**config.mk**
```make
export PLATFORM = sky130hd
export DESIGN_NAME = md5ws_ram
export DESIGN_NICKNAME = d
export VERILOG_FILES = /design/src/rtl/core/md5ws_ram.sv
export SDC_FILE = /design/constraint.sdc
export NUM_CORES = 1
export LEC_CHECK = 0
export BUFFER_PORTS_ARGS = -buffer_cell sky130_fd_sc_hd__buf_2
export CAP_MARGIN = 10
export CORE_ASPECT_RATIO = 0.8
export CORE_UTILIZATION = 54
export DETAILED_ROUTE_END_ITERATION = 16
export PLACE_DENSITY = 0.76
export SLEW_MARGIN = 10
export SYNTH_ARGS = -nofsm -noshare
export SYNTH_HDL_FRONTEND = slang
export SYNTH_SLANG_ARGS = --single-unit
```
**constraint.sdc**
```tcl
create_clock -name clk_i -period 1.4 [get_ports clk_i]
set_input_delay 0.07 -clock clk_i [delete_from_list [all_inputs] [get_ports clk_i]]
set_output_delay 0.07 -clock clk_i [all_outputs]
set_load 0.02 [all_outputs]
```
**src/rtl/core/md5ws_ram.sv**
```systemverilog
// Generic single-clock RAM with one write port and one registered read port.
// Depends on nothing.
module md5ws_ram #(
  parameter int Width = 8,
  parameter int Depth = 16
) (
  input  logic                                        clk_i,
  input  logic                                        we_i,
  input  logic [((Depth > 1) ? $clog2(Depth) : 1)-1:0] waddr_i,
  input  logic [Width-1:0]                            wdata_i,
  input  logic                                        re_i,
  input  logic [((Depth > 1) ? $clog2(Depth) : 1)-1:0] raddr_i,
  output logic [Width-1:0]                            rdata_o
);

  logic [Width-1:0] mem_q [Depth];

  always_ff @(posedge clk_i) begin
    if (we_i) begin
      mem_q[waddr_i] <= wdata_i;
    end
    if (re_i) begin
      rdata_o <= mem_q[raddr_i];
    end
  end

endmodule

```
=== Word level (Yosys, flattened, before mapping) ===
Memories as Yosys holds them, arrays and structs flattened. A register that Yosys moved wholly into a read port is not among the register bits.
Index checks and enable logic that the tools add are counted.

* Muxes and demuxes: 2

{| class="wikitable"
|+ Operators by type and width
! cell !! count
|-
| 1-bit two-way mux || 2
|}

* Register bits: 0
* Bits in writable memories: 128
* Input port bits: 19
* Output and inout port bits: 8
* Logic and storage cells: 3
* Memories: 1

{| class="wikitable"
|+ Memory list
! name !! words !! bits a word !! rd ports !! clocked after Yosys merged registers in !! write ports !! line !! source
|-
| mem_q || 16 || 8 || 1 || 1 || 1 || 16 || <nowiki>logic [Width-1:0] mem_q [Depth];</nowiki>
|}

=== Logic depth before layout (Yosys ltp) ===
Gate-level depths: netlist (run 1).

* Word-level depth: 2
* Mapped depth: 5
* Depth with buffers taken out: 3

=== Worst setup path after synthesis (run 1) ===
No wires, ideal clock.

* Kind: input -> register
* From: input waddr_i[2] in the netlist's numbering
* To: memory mem_q[0][0], enable pin
* Setup time: 0.383 ns
* Arrival: 1.180 ns
* Path slack: -0.163 ns
* Stages: 2
* Buffers on the path: 0
* Cells stage by stage: or3b_2 nor3_1

{| class="wikitable"
|+ RTL lines
! what !! line !! source
|-
| from (decl) || 9 || <nowiki>input logic [((Depth > 1) ? $clog2(Depth) : 1)-1:0] waddr_i,</nowiki>
|-
| to (decl) || 16 ||
|}

Straight into the memory's write port.

==> results.json, run 1 <==
{
  "power_density_nw_per_um2": 1450,
  "routed_via_density": 5.89,
  "die_y_um": 90,
  "yosysTopAreaCellShare": 0.781,
  "start_util": 0.566,
  "ys_ff_latch": 136,
  "synth_top_family_by_area": "multiplexers",
  "wl_um": 9530,
  "leakage_nw": 2.06,
  "critPathLaunchType": "flop",
  "final_common_cell": "edfxtp_1",
  "overflow": 0,
  "cts_setup_buffers": 0,
  "drt_iter0_markers": 285,
  "yosys_warnings": 0,
  "crit_chain": "mux4_2 > a22oi_2 > nand2_1",
  "layout_worst_path_cycle_share": 0.983,
  "period_needed_ns": 1.38,
  "fmax_mhz": 726,
  "synthesis.nets": 248,
  "tightest_slew_ns": 0.930,
  "crit_start": "mem_q[11][0]$_DFFE_PP_",
  "drcViolationCount": 3,
  "r2r-start": "mem_q[11][0]$_DFFE_PP_",
  "clock_latency_ns": 0.41,
  "synthSimpleGateAreaFrac": 0.0314,
  "grt_usage": 0.213,
  "instances_no_fill": 417,
  "required_ns": 1.55,
  "rows": 31,
  "synthTopCellsByArea": "edfxtp_1, mux4_2, mux4_1",
  "hold_class": "in2reg",
  "setup_viol": 0,
  "numCtsBuffers": 17,
  "cts_buffer_depth": 2,
  "fin_area_sq_um": 6180,
  "path_clk_slew_ns": 0.05,
  "dp_worst_setup_slack_ns": -0.240,
  "slowest_stage": "mux4_2",
  "hold_start": "re_i",
  "layout_common_cells": "edfxtp_1, mux4_2, buf_2, buf_4, clkbuf_16",
  "clock_skew_ns": 0.00322,
  "dieWidth_um": 112,
  "syn-instance-count": 229,
  "vias": 2455,
  "violations": "design-rule violations",
  "ys_seq_area_frac": 0.781,
  "ant_nets": 0,
  "synth_area_sq_um": 5230,
  "antennaDiodeCount": 0,
  "gp_congestion": 0.747,
  "grt_max_degree": 19,
  "grt_pass1_wl_um": 14900,
  "dieArea_sq_um": 10100,
  "io_buffer_count": 26,
  "rsz0062_at_grt": "true",
  "clock-sinks": 136,
  "synth_compound_area_frac": 0.0230,
  "synth_xor_area_frac": 0,
  "antenna_found_initial": 0,
  "area_growth_pct": 18.3,
  "slowest_delay_ns": 0.48,
  "crit_type": "reg2reg",
  "cts_root_buffer": "clkbuf_16",
  "slew_violations": 0,
  "wire_per_inst_um": 22.9,
  "crit_fanout": 1,
  "place_inst": 385,
  "synth_area_per_cell_sq_um": 22.8,
  "worst_setup_path_end_kind": "flop",
  "max_cap_viol_count": 0,
  "cts_tree": "done",
  "muxShareOfSynthArea": 0.148,
  "yosys.area_share.adder": 0,
  "hold_viol_final": 0,
  "coreArea_sq_um": 9230,
  "io_pins": 27,
  "slew-limit-headroom": 0.378,
  "ys_types": 18,
  "arrival_ns": 1.53,
  "drive_above_1_share": 0.401,
  "final_util": 0.670,
  "cts_max_level": 4,
  "ir_drop_uv": 1320,
  "place_area_sq_um": 5650,
  "status": "complete, but fails checks",
  "grt_pass1_vias": 2583,
  "yosys.area.top_type": "edfxtp_1",
  "fin_nets": 308,
  "setup_ws_ns": 0.0234,
  "drtPass1Iterations": 12,
  "dp_hpwl_um": 6230
}
[cell type report]
class / instances / area, sq um
clock inverters: 12 / 85.1
flip-flops and latches: 136 / 4080
repair buffers: 51 / 355
well taps: 115 / 144
fillers: 612 / 3050
clock buffers: 20 / 437
multi-input cells: 83 / 1080
[kinds of logic (layout without fill, tap and decap cells)]
logic type	after synthesis	count (layout)
and+or+nand+nor	35	35
AOI/OAI and AO/OA	16	16
DFF	136	136
muxes	32	32
buffers and inverters	10	83
[per-stage QoR]
stage,setup TNS [ns],power (mW),hold slack (ns)
finish,0,8.98,0.0368
global route,-0.0555,9.28,0.0211
CTS,0,9.06,0.0182
detailed placement,-1.45,5.15,0.449
global placement,-1.25,5.14,0.449
floorplan,0,4.95,0.169
[sequential cells by signal (all words and copies together), names as in the netlist]
signal,flops
mem_q,128
rdata_o,8
[routing by layer]
layer  share of wire  global-route usage  wire length (um)  vias up
li1                -                   -                 -     1091
met1            0.43               0.305              4140     1238
met2            0.46               0.307              4400      120
met3           0.095              0.0769               905        6
met4          0.0080              0.0700                76        0
met5               0                   0                 0        -
[worst max-delay path, delay by kind of cell (launching register included)]
family	cells	cell delay, ns
flops	1	0.35
simple gates	1	0.07
compound gates	1	0.22
mux	1	0.48
[where the power goes]
group          switching, mW  leakage, nW  internal, mW
Clock                   1.49        0.253          2.39
Sequential            0.0271         1.24          4.59
Combinational          0.271        0.572         0.209
Total                   1.79         2.06          7.19
[repair_timing]
item	4_1_cts	5_1_grt
setup endpoints to repair	6	8
resized for setup	10	15
hold buffers	0	0
pin swaps	6	8
[cells in the mapped netlist]
master / n
edfxtp_1: 136
mux4_2: 18
a22oi_1: 16
mux4_1: 14
nor2_1: 13
nand2_1: 9
nor3_1: 4
buf_2: 3
buf_6: 3
clkdlybuf4s25_2: 3
nand2b_1: 2
nand3b_1: 2
and2_1: 1
and2b_1: 1
buf_4: 1
nand3_1: 1
nor2b_1: 1
or3b_2: 1
[path summary, 6_finish.rpt]
check / end / slack, ns / cells after the start
worst min-delay path: rdata_o[6]$_DFFE_PP_ / 0.04 / 1
worst max register to register: rdata_o[0]$_DFFE_PP_ / 0.02 / 3
worst max-delay path: rdata_o[0]$_DFFE_PP_ / 0.02 / 3
worst min register to register: rdata_o[4]$_DFFE_PP_ / 0.75 / 3
No activity file was read; power rests on OpenSTA's default activity.
==> run 2: changes to the inputs <==
--- a/config.mk
+++ b/config.mk
@@ -8,9 +8,9 @@
 export BUFFER_PORTS_ARGS = -buffer_cell sky130_fd_sc_hd__buf_2
 export CAP_MARGIN = 10
 export CORE_ASPECT_RATIO = 0.8
-export CORE_UTILIZATION = 54
+export CORE_UTILIZATION = 49
 export DETAILED_ROUTE_END_ITERATION = 16
-export PLACE_DENSITY = 0.76
+export PLACE_DENSITY = 0.71
 export SLEW_MARGIN = 10
 export SYNTH_ARGS = -nofsm -noshare
 export SYNTH_HDL_FRONTEND = slang
==> run 2 against run 1 <==
The flow now finishes without violations. Clock skew increased by 0.0082 ns. Sequential share of layout area rose by 0.42 points. Total power decreased by 2.7%. Die area increased by 10%. Highest routed layer unchanged.
==> results.json, run 2 (same netlist as run 1, synthesis figures left out) <==
{
  "required_ns": 1.55,
  "total_power_mw": 8.74,
  "path_buf_inv": 0,
  "crit_chain": "mux4_1 > a22oi_1 > nand2_1",
  "globalRouteMet1Util": 0.273,
  "fin_setup_tns_ns": 0,
  "clock_skew_ns": 0.0115,
  "ir_drop_uv": 915,
  "dieWidth_um": 117,
  "cts_root_buffer": "clkbuf_16",
  "layout_worst_path_cycle_share": 0.994,
  "path_clk_slew_ns": 0.05,
  "antenna_found_initial": 0,
  "grt_pass1_vias": 2542,
  "drt_iter0_markers": 217,
  "io_pins": 27,
  "grt-busiest-layer": "met2",
  "crit_fanout": 1,
  "fmax_mhz": 718,
  "largest_register_ffs": 128,
  "final_common_cell": "edfxtp_1",
  "hold_viol_final": 0,
  "period_needed_ns": 1.39,
  "fin_nets": 307,
  "drive_above_1_share": 0.361,
  "ant_nets": 0,
  "holdWs_ns": 0.0292,
  "gp_congestion": 0.723,
  "drtPass1Iterations": 4,
  "leakage_nw": 2.05,
  "routed_via_density": 5.48,
  "vias": 2405,
  "start_util": 0.506,
  "antennaDiodeCount": 0,
  "tightest_slew_ns": 0.934,
  "dp_hpwl_um": 6390,
  "cts_setup_buffers": 0,
  "rsz0062_at_grt": "true",
  "clock-sinks": 136,
  "regMostFlops": "mem_q",
  "layout_top_registers": "mem_q (128), rdata_o (8)",
  "status": "complete, no violations",
  "rows": 33,
  "final_util": 0.595,
  "met2_usage": 0.293,
  "slew-limit-headroom": 0.376,
  "cts_tree": "done",
  "io_buffer_count": 26,
  "worst_setup_path_end_kind": "flop",
  "grt_pass1_wl_um": 14900,
  "slowest_stage": "mux4_1",
  "power_density_nw_per_um2": 1420,
  "arrival_ns": 1.55,
  "cts_max_level": 4,
  "grt_max_degree": 17,
  "cts_hold_buf": 0,
  "critPathLaunchType": "flop",
  "die_y_um": 94.4,
  "wire_per_inst_um": 21.9,
  "crit_type": "reg2reg",
  "dieArea_sq_um": 11100,
  "hold_class": "in2reg",
  "path_delay_family": "multiplexers",
  "setup_viol": 0,
  "slew_violations": 0,
  "layout_common_cells": "edfxtp_1, mux4_2, buf_2, buf_4, clkbuf_16",
  "drcViolationCount": 0,
  "numCtsBuffers": 17,
  "grt_usage": 0.198,
  "area_growth_pct": 17.6,
  "max_cap_viol_count": 0,
  "clock_latency_ns": 0.42,
  "coreArea_sq_um": 10300,
  "met3_usage": 0.0616,
  "wl_um": 9630,
  "cts_buffer_depth": 2,
  "slowest_delay_ns": 0.53,
  "overflow": 0
}
[run 2: final timing paths]
check / startpoint / endpoint / slack [ns] / cells past startpoint
min: re_i / rdata_o[7]$_DFFE_PP_ / 0.03 / 1
max reg2reg: mem_q[5][3]$_DFFE_PP_ / rdata_o[3]$_DFFE_PP_ / 0.008 / 3
min reg2reg: mem_q[12][6]$_DFFE_PP_ / rdata_o[6]$_DFFE_PP_ / 0.74 / 3
max: mem_q[5][3]$_DFFE_PP_ / rdata_o[3]$_DFFE_PP_ / 0.008 / 3
[run 2: routing by layer]
metal | vias up | routed length, um
li1 | 1092 | -
met1 | 1217 | 4220
met2 | 85 | 4380
met3 | 11 | 940
met4 | 0 | 97
met5 | - | 0
[run 2: report_power, final]
part | switching, mW | internal, mW
clock network | 1.46 | 2.20
registers | 0.0273 | 4.59
logic | 0.261 | 0.201
[run 2: per-stage QoR]
step	cell area, sq um	worst slack (ns)	instances
floorplan	5230	0.0476	229
CTS	6150	0.000247	439
global placement	5670	-0.192	409
detailed placement	5670	-0.196	409
global route	6150	-0.0373	439
finish	6150	0.00776	439
[run 2: repair_timing]
action,4_1_cts,5_1_grt
gates cloned,0,0
endpoints found under the setup margin,6,7
gates resized for setup,10,7
pin swaps,4,3
[run 2: layout make-up]
cell class	count	area (sq um)
fillers	731	4180
flip-flops and latches	136	4080
multi-input cells	83	1060
clock buffers	23	448
repair buffers	50	348
well taps	140	175
clock inverters	7	31.3
